**src/hw/rtl/b64u_pkg.sv**
```systemverilog
// b64u_pkg: shared types and the 6-bit to URL-safe alphabet mapping
// for the base64url stream encoder. No dependencies.
package b64u_pkg;

  localparam int unsigned SymW  = 6;
  localparam int unsigned CharW = 8;

  localparam logic [1:0] HeldNone = 2'd0;
  localparam logic [1:0] HeldTwo  = 2'd1;
  localparam logic [1:0] HeldFour = 2'd2;

  // up to two characters produced by one item
  typedef struct packed {
    logic [1:0]       n;
    logic [CharW-1:0] c0;
    logic [CharW-1:0] c1;
    logic             e0;
    logic             e1;
  } grp_t;

  function automatic logic [CharW-1:0] sym(input logic [SymW-1:0] v);
    logic [CharW-1:0] w;
    w = {2'b00, v};
    if (v < 6'd26)      sym = 8'd65 + w;
    else if (v < 6'd52) sym = 8'd97 + (w - 8'd26);
    else if (v < 6'd62) sym = 8'd48 + (w - 8'd52);
    else if (v == 6'd62) sym = 8'd45;
    else                sym = 8'd95;
  endfunction

endpackage

```
**src/hw/rtl/b64u_enc_core.sv**
```systemverilog
// b64u_enc_core: splits one byte against the leftover bits into one or two
// characters and the next leftover state. Uses b64u_pkg.
module b64u_enc_core (
  input  logic [7:0]  data_byte,
  input  logic        final_byte,
  input  logic [3:0]  held_bits,
  input  logic [1:0]  held_count,
  output logic [3:0]  bits_next,
  output logic [1:0]  count_next,
  output b64u_pkg::grp_t grp
);

  logic [5:0] v0;
  logic [5:0] v1;
  logic [1:0] n;
  logic [3:0] bits_mid;
  logic [1:0] count_mid;

  always_comb begin
    v1 = 6'd0;
    case (held_count)
      b64u_pkg::HeldTwo: begin
        v0        = {held_bits[1:0], data_byte[7:4]};
        bits_mid  = data_byte[3:0];
        count_mid = b64u_pkg::HeldFour;
        n         = 2'd1;
      end
      b64u_pkg::HeldFour: begin
        v0        = {held_bits, data_byte[7:6]};
        v1        = data_byte[5:0];
        bits_mid  = 4'd0;
        count_mid = b64u_pkg::HeldNone;
        n         = 2'd2;
      end
      default: begin
        v0        = data_byte[7:2];
        bits_mid  = {2'b00, data_byte[1:0]};
        count_mid = b64u_pkg::HeldTwo;
        n         = 2'd1;
      end
    endcase

    bits_next  = bits_mid;
    count_next = count_mid;
    if (final_byte) begin
      if (count_mid == b64u_pkg::HeldTwo) begin
        v1 = {bits_mid[1:0], 4'b0000};
        n  = 2'd2;
      end else if (count_mid == b64u_pkg::HeldFour) begin
        v1 = {bits_mid, 2'b00};
        n  = 2'd2;
      end
      bits_next  = 4'd0;
      count_next = b64u_pkg::HeldNone;
    end

    grp.n  = n;
    grp.c0 = b64u_pkg::sym(v0);
    grp.c1 = b64u_pkg::sym(v1);
    grp.e0 = final_byte && (n == 2'd1);
    grp.e1 = final_byte && (n == 2'd2);
  end

endmodule

```
**src/hw/rtl/b64u_out_buf.sv**
```systemverilog
// b64u_out_buf: two-slot result register; loads a character group and
// presents one character per cycle while out_stall is low. Uses b64u_pkg.
module b64u_out_buf (
  input  logic           clk,
  input  logic           rst,
  input  logic           load,
  input  b64u_pkg::grp_t grp,
  output logic           room,
  output logic           out_valid,
  input  logic           out_stall,
  output logic [7:0]     out_char,
  output logic           run_end
);

  logic [1:0] cnt;
  logic [7:0] ch0;
  logic [7:0] ch1;
  logic       e0;
  logic       e1;
  logic       pop;

  assign out_valid = (cnt != 2'd0);
  assign pop       = out_valid && !out_stall;
  assign room      = (cnt == 2'd0) || ((cnt == 2'd1) && pop);
  assign out_char  = ch0;
  assign run_end   = e0;

  always_ff @(posedge clk) begin
    if (rst) begin
      cnt <= 2'd0;
    end else if (load) begin
      cnt <= grp.n;
    end else if (pop) begin
      cnt <= cnt - 2'd1;
    end
  end

  always_ff @(posedge clk) begin
    if (load) begin
      ch0 <= grp.c0;
      ch1 <= grp.c1;
      e0  <= grp.e0;
      e1  <= grp.e1;
    end else if (pop) begin
      ch0 <= ch1;
      e0  <= e1;
    end
  end

endmodule

```
**src/hw/rtl/base64url_stream_encoder.sv**
```systemverilog
// base64url_stream_encoder: unpadded base64url encoder, one byte per item.
// Depends on b64u_pkg, b64u_enc_core and b64u_out_buf.
//
//   channel  handshake            payload
//   in       in_valid / in_stall  data_byte[7:0], final_byte
//   out      out_valid / out_stall out_char[7:0], run_end
//
// A byte is registered in the input register, then loads the two-slot
// result register with one or two characters when that has room. The
// result register sends one character a cycle while out_stall is low,
// so a byte that makes two characters holds back the next byte.
// Synchronous reset clears the leftover bits and all valid flags.
// in_stall rises only while the input register is full and cannot load.
module base64url_stream_encoder (
  input  logic       clk,
  input  logic       rst,
  input  logic       in_valid,
  output logic       in_stall,
  input  logic [7:0] data_byte,
  input  logic       final_byte,
  output logic       out_valid,
  input  logic       out_stall,
  output logic [7:0] out_char,
  output logic       run_end
);

  logic           ir_valid;
  logic [7:0]     ir_byte;
  logic           ir_final;
  logic [3:0]     leftover_bits;
  logic [1:0]     leftover_count;
  logic [3:0]     bits_next;
  logic [1:0]     count_next;
  logic           room;
  logic           load;
  logic           accept;
  b64u_pkg::grp_t grp;

  assign load     = ir_valid && room;
  assign in_stall = ir_valid && !room;
  assign accept   = in_valid && !in_stall;

  always_ff @(posedge clk) begin
    if (rst) begin
      ir_valid <= 1'b0;
    end else if (accept) begin
      ir_valid <= 1'b1;
    end else if (load) begin
      ir_valid <= 1'b0;
    end
  end

  always_ff @(posedge clk) begin
    if (accept) begin
      ir_byte  <= data_byte;
      ir_final <= final_byte;
    end
  end

  always_ff @(posedge clk) begin
    if (rst) begin
      leftover_bits  <= 4'd0;
      leftover_count <= b64u_pkg::HeldNone;
    end else if (load) begin
      leftover_bits  <= bits_next;
      leftover_count <= count_next;
    end
  end

  b64u_enc_core u_core (
    .data_byte  (ir_byte),
    .final_byte (ir_final),
    .held_bits  (leftover_bits),
    .held_count (leftover_count),
    .bits_next  (bits_next),
    .count_next (count_next),
    .grp        (grp)
  );

  b64u_out_buf u_out (
    .clk       (clk),
    .rst       (rst),
    .load      (load),
    .grp       (grp),
    .room      (room),
    .out_valid (out_valid),
    .out_stall (out_stall),
    .out_char  (out_char),
    .run_end   (run_end)
  );

  a_count_legal: assert property (@(posedge clk) disable iff (rst)
    leftover_count != 2'd3)
    else $error("leftover count reached three");

  a_final_clears: assert property (@(posedge clk) disable iff (rst)
    (load && ir_final) |=> (leftover_count == b64u_pkg::HeldNone))
    else $error("final byte did not clear leftover state");

  a_stall_needs_item: assert property (@(posedge clk) disable iff (rst)
    in_stall |-> (ir_valid && out_valid))
    else $error("input stalled with no item held");

  a_load_full_group: assert property (@(posedge clk) disable iff (rst)
    (load && leftover_count == b64u_pkg::HeldFour) |-> (grp.n == 2'd2))
    else $error("four held bits did not yield two characters");

endmodule
```
**config.mk**
```make
export PLATFORM = sky130hd
export DESIGN_NAME = base64url_stream_encoder
export DESIGN_NICKNAME = d
export VERILOG_FILES = /design/src/hw/rtl/b64u_pkg.sv /design/src/hw/rtl/b64u_enc_core.sv /design/src/hw/rtl/b64u_out_buf.sv /design/src/hw/rtl/base64url_stream_encoder.sv
export SDC_FILE = /design/constraint.sdc
export NUM_CORES = 1
export LEC_CHECK = 0
export BUFFER_PORTS_ARGS = -buffer_cell sky130_fd_sc_hd__buf_2
export CAP_MARGIN = 20
export CORE_MARGIN = 2
export CORE_UTILIZATION = 60
export CTS_BUF_LIST = sky130_fd_sc_hd__clkbuf_16
export DETAILED_ROUTE_END_ITERATION = 8
export GPL_TIMING_DRIVEN = 0
export PLACE_DENSITY = 0.8
export SLEW_MARGIN = 20
export SYNTH_ARGS = -nofsm -noshare
export SYNTH_HDL_FRONTEND = slang
export SYNTH_SLANG_ARGS = --single-unit
```
**constraint.sdc**
```tcl
create_clock -name clk -period 4.3 [get_ports clk]
set_input_delay 0.43 -clock clk [delete_from_list [all_inputs] [get_ports clk]]
set_output_delay 0.43 -clock clk [all_outputs]
set_load 0.02 [all_outputs]
```
Word level (Yosys, flattened, before mapping)
Index checks and enable logic that the tools add are counted.
Storage, ports and cells
  register bits after elaboration: 36
  output and inout port bits: 11
  latch bits: 0
  logic and storage cells: 80
  RAM bits: 0
  bits in read-only memories: 0
  memories: 0
  input bits: 13
Operators by class
  equality and inequality tests: 9
  $lt $le $gt $ge: 6
  multipliers: 0
  shifts and indexed selects: 0
  multiplexer cells: 29
  reduce and logical (&&, ||, !) cells: 15
  div/mod/pow operators: 0
  bitwise gates (word level): 0
  add/sub/neg operators: 11
Operators by type and width (number)
  2-to-1 mux 8 bit: 8
  < comparator 6 bit (second input constant): 4
  2-to-1 mux 6 bit: 4
  adder 6 x 8 -> 8 bit (first input constant): 2
  adder 7 x 6 -> 8 bit (first input constant): 2
  adder 7 x 8 -> 8 bit (first input constant): 2
  2-to-1 mux 2 bit: 7
  2-to-1 mux 7 bit: 2
  subtractor 6 x 5 -> 7 bit (second input constant): 2
  subtractor 6 x 6 -> 7 bit (second input constant): 2
  == test 6 bit (second input constant): 2
  < comparator 6 x 5 -> 1 bit (second input constant): 2
  case mux 6 bit (2 select lines): 1
  == test 2 x 1 -> 1 bit (second input constant): 4
  case mux 4 bit (2 select lines): 1
  logical AND 1 bit: 7
  == test 2 bit (second input constant): 3
  nonzero test 2 bit: 3
  2-to-1 mux 1 bit: 4
  2-to-1 mux 4 bit: 1
  case mux 2 bit (2 select lines): 1
  zero test 1 bit: 3
  zero test 2 bit: 1
  subtractor 2 x 1 -> 2 bit (second input constant): 1
  logical OR 1 bit: 1

Logic depth before layout (Yosys ltp)
  word-level depth: 11
  gate-level depth with buffers: 14
  mapped depth without buffers: 12

Modules after synthesis
From an unflattened synthesis, not the netlist that was laid out.
Unflattened totals
  cells, all modules: 304
  area total of the unflattened synthesis: 2934.1 um^2
By module, submodules not included
  b64u_enc_core: sequential area each 0.0 um^2, times used 1, area each 1564.0 um^2, cells an instance 217
  b64u_out_buf: sequential area each 580.6 um^2, times used 1, area each 792.0 um^2, cells an instance 47
  base64url_stream_encoder: sequential area each 410.4 um^2, times used 1, area each 578.1 um^2, cells an instance 40

Worst setup path before layout
OpenSTA, ideal clock, no wires.
  path kind: reg2reg
  start point: register leftover_count[0]
  end point: register u_out.ch0[4] (netlist: u_out.out_char[4]) (data pin)
  buffers on the path: 2
  data arrival time: 2.611 ns
  library setup time: 0.254 ns
  cell stages (with the launch flop): 14
  setup slack: 1.435 ns
  period minus slack after synthesis: 2.865 ns
  required time: 4.046 ns
  cell sequence: dfxtp_1 inv_1 ha_1 buf_6 a221o_1 and2_1 buf_2 ha_1 nand2b_1 nor2_1 a21o_1 o22ai_1 a311oi_1 a21bo_1
On the way
  longest elaborated chain between the ends: 8
  elaborated cells on any way between the ends: 17
  those cells by class: 5 x add/sub; 3 x order compare; 3 x eq/ne; 6 x mux
RTL lines
  from (decl): RTL line base64url_stream_encoder.sv:31  | logic [1:0] leftover_count;
  from (signal assigned): RTL line base64url_stream_encoder.sv:63  | leftover_count <= b64u_pkg::HeldNone;
  from (signal assigned): RTL line base64url_stream_encoder.sv:66  | leftover_count <= count_next;
  == test 2 bit or == test 2 x 1 -> 1 bit (tied branches): RTL line b64u_enc_core.sv:21  | case (held_count)
  case mux 6 bit (2 select lines) (*): RTL line b64u_enc_core.sv:21
  subtractor 6 x 6 -> 7 bit or == test 6 bit (tied branches): RTL line b64u_pkg.sv:26, b64u_pkg.sv:27
  adder 6 x 8 -> 8 bit or 2-to-1 mux 7 bit (tied branches): RTL line b64u_pkg.sv:26, b64u_pkg.sv:27
  2-to-1 mux 8 bit: RTL line b64u_pkg.sv:26  | else if (v < 6'd62) sym = 8'd48 + (w - 8'd52);
  2-to-1 mux 8 bit: RTL line b64u_pkg.sv:25  | else if (v < 6'd52) sym = 8'd97 + (w - 8'd26);
  2-to-1 mux 8 bit (*): RTL line b64u_pkg.sv:24  | if (v < 6'd26) sym = 8'd65 + w;
  2-to-1 mux 8 bit (*): RTL line b64u_out_buf.sv:39  | if (load) begin
  to (signal assigned): RTL line b64u_out_buf.sv:40  | ch0 <= grp.c0;
  to (signal assigned): RTL line b64u_out_buf.sv:45  | ch0 <= ch1;
  to (decl): RTL line b64u_out_buf.sv:16  | logic [7:0] ch0;
Mark *: on every way between the ends. The rest lies on a longest branch, timed or not.
A chain may end at the register's enable or synchronous reset.

==> flow_summary.toml <==
[grt]
grtUsageTotal = 0.275
grt_max_degree = 19
grt_pass1_vias = 2391
grt_pass1_wl_um = 11200
antenna_found_initial = 0
grt_overflow_total = 0

[worst_setup_path]
end_kind = "flop"
cp.required_ps = 4410
r2r_start = "leftover_count[0]"
regToRegEndpoint = "u_out.ch1[4]"
crit_type = "reg2reg"
ff2ff_setup_slack_ps = 950
critPathMaxFanout = 10
start_kind = "flop"
reg2reg_depth = 13
cp.arrival_ps = 3460

[floorplanning]
start_util = 0.632
die_x_um = 72.2
die_y_um = 72.2
io_pins = 24
die-area_mm2 = 0.00521
core-area_mm2 = 0.00441
rows = 24

[yosys]
syn_inst = 299
syn_nets = 329
synth-edff-count = 27
async_flop_share = 0
synth_area_leaders = "edfxtp_1 (29%), ha_1 (7.6%), dfxtp_1 (6.5%)"
synth_top_area_cell = "edfxtp_1"
yosysWarningCount = 0
dominantRegCellSynth = "edfxtp_1"
synth_area_per_cell_um2 = 9.33
yosysTopAreaCellShare = 0.291
yosysUniqueCellTypes = 74
synth.cell_area_mm2 = 0.00279
synth_seq_cells = 36
ys_seq_area_frac = 0.355

[clock_tree]
clkSlewWorstSetupHoldPaths_ps = 60
cts_setup_buffers = 0
cts_tree = "built"
clockBufferDepth = 2
numCtsBuffers = 5
clockRootBuffer = "clkbuf_16"
ctsHoldBuffers = 0
clock_sinks = 36
clock_latency_ps = 280
cts_max_level = 2
cts.repair.resized = 0

[detailed_routing]
routed_via_density = 6.57
routed-via-count = 2502
drt_first_iter_violations = 246
routed_wl_um = 6710
drt-pass1-iter-count = 5
routedWlPerCell_um = 17.6
drc = 0
postRouteAntennaNets = 0

[min_path]
hold_depth = 1
hold_start = "final_byte"
hold_end = "ir_final"
hp-class = "in2reg"

[timing]
tightest_slew_ps = 967
worst_slack_ps = 948
rsz0062_at_grt = "no"
finalMaxSlewViolations = 0
finalHoldViolCount = 0
relSlewSlack = 0.355
fin_crit_sh = 0.779
clock_skew_ps = 8.38
fmaxAchievable_mhz = 298
whs_ps = 320
setup_tns_ps = 0
min_period_ps = 3350
finalSetupViolations = 0

[cells_and_area]
final_cell_mix = "nand2_1 (32), edfxtp_1 (27), buf_2 (25)"
final_common_cell = "nand2_1"
final_cell_area_mm2 = 0.00318
fin_nets = 358
layout.cells.non_filler = 381
synthToLayoutAreaGrowth_pct = 14.0
drive_above_1_share = 0.179
utilization = 0.721
seq_area_um2 = 991
diodes = 0
fillCellCount = 347
multi_input_area_mm2 = 0.00165

[placement]
post-place-ws_ps = 994
place_congestion = 0.913
portBuffers = 22
place_area_mm2 = 0.00297
place_hpwl_um = 4800
place_inst = 373

[power_and_ir_drop]
p_total_mw = 1.41
p_leak_nw = 1.29
p_per_area_mw_per_mm2 = 444
peakVddDrop_mv = 0.342

[job]
maxCapViolations = 0

[status]
status = "finished clean"
-- flip-flops by register name, summed over array words and instances, names as in the netlist --
register        flops
ir_byte             8
u_out.ch1           8
u_out.e1            1
leftover_count      2
u_out.run_end       1
u_out.cnt           2
ir_valid            1
u_out.out_char      8
leftover_bits       4
ir_final            1
-- worst max-delay path: stages, from the launching register on --
cell      delay (ps)
dfxtp_1          380
inv_1             70
ha_1             350
buf_6            170
and4b_1          200
clkbuf_1         160
a32oi_2          420
inv_1            170
ha_1             360
nand2b_1         180
o21ai_0          150
a21oi_1           80
a211o_1          270
a21oi_1          200
-- cell families after synthesis --
| logic type | count (synthesis) | share of synthesized area |
|---|---|---|
| buffers and inverters | 32 | 0.0538 |
| XOR/XNOR | 8 | 0.0251 |
| AO/OA/AOI/OAI | 91 | 0.257 |
| flip-flops | 36 | 0.355 |
| adder cells (fa/ha/maj) | 17 | 0.0762 |
| AND/OR/NAND/NOR | 110 | 0.216 |
| other | 1 | 0.00134 |
| multiplexers | 4 | 0.0148 |
-- final cells by class --
class | count | share of cell area
multi-input cells | 231 | 0.518
flip-flops and latches | 36 | 0.312
plain buffers | 16 | 0.0283
inverters | 16 | 0.0189
clock inverters | 3 | 0.0283
clock buffers | 5 | 0.0393
repair buffers | 22 | 0.0346
well taps | 52 | 0.0205
-- where the power goes --
| part | switching [mW] | total [mW] | leakage (nW) | internal (mW) |
|---|---|---|---|---|
| registers | 0.0225 | 0.449 | 0.322 | 0.426 |
| clock network | 0.145 | 0.536 | 0.104 | 0.391 |
| logic | 0.274 | 0.429 | 0.863 | 0.154 |
| total | 0.442 | 1.41 | 1.29 | 0.971 |
-- worst max path at each step --
stage                     cells after the start                end  slack, ps         startpoint
after floorplan                              13  u_out.out_char[4]       1430  leftover_count[0]
after global placement                       13       u_out.ch1[4]       1040  leftover_count[0]
after detailed placement                     13       u_out.ch1[4]        990  leftover_count[0]
after CTS                                    13       u_out.ch1[4]        960  leftover_count[0]
after global routing                         12       u_out.ch1[4]        700  leftover_count[0]
final                                        13       u_out.ch1[4]        950  leftover_count[0]
-- layer usage --
metal,wire length [um],track usage,up-vias
li1,-,-,1180
met1,2940,0.360,1184
met2,3270,0.465,112
met3,347,0.0403,26
met4,142,0.0964,0
met5,0,0,-
-- synth_stat cells, types with 2 or more instances --
library cell  number
nor3_1             4
o211ai_1           2
nor2b_1            2
edfxtp_1          27
or4_1              2
dfxtp_1            9
nor3b_1            4
buf_6              3
a221o_1            3
clkbuf_1           8
mux2i_1            3
o221ai_1           2
a311oi_1           3
a21o_1             6
a21oi_1           16
and2_1             7
nor2_1            17
and4b_1            2
inv_2              3
a32oi_2            2
or3_1              2
a21bo_1            2
nand2_4            2
a31oi_1            5
nand3_1           17
inv_1             13
o21ai_1            9
a22oi_1            3
o22ai_1            3
nand2_1           32
xnor2_1            5
buf_2              3
nand2b_1           8
o31ai_1            3
o21ai_0            7
ha_1              17
xor2_1             3
a211oi_1           4
Note: power is estimated with default switching activity, not from simulation.
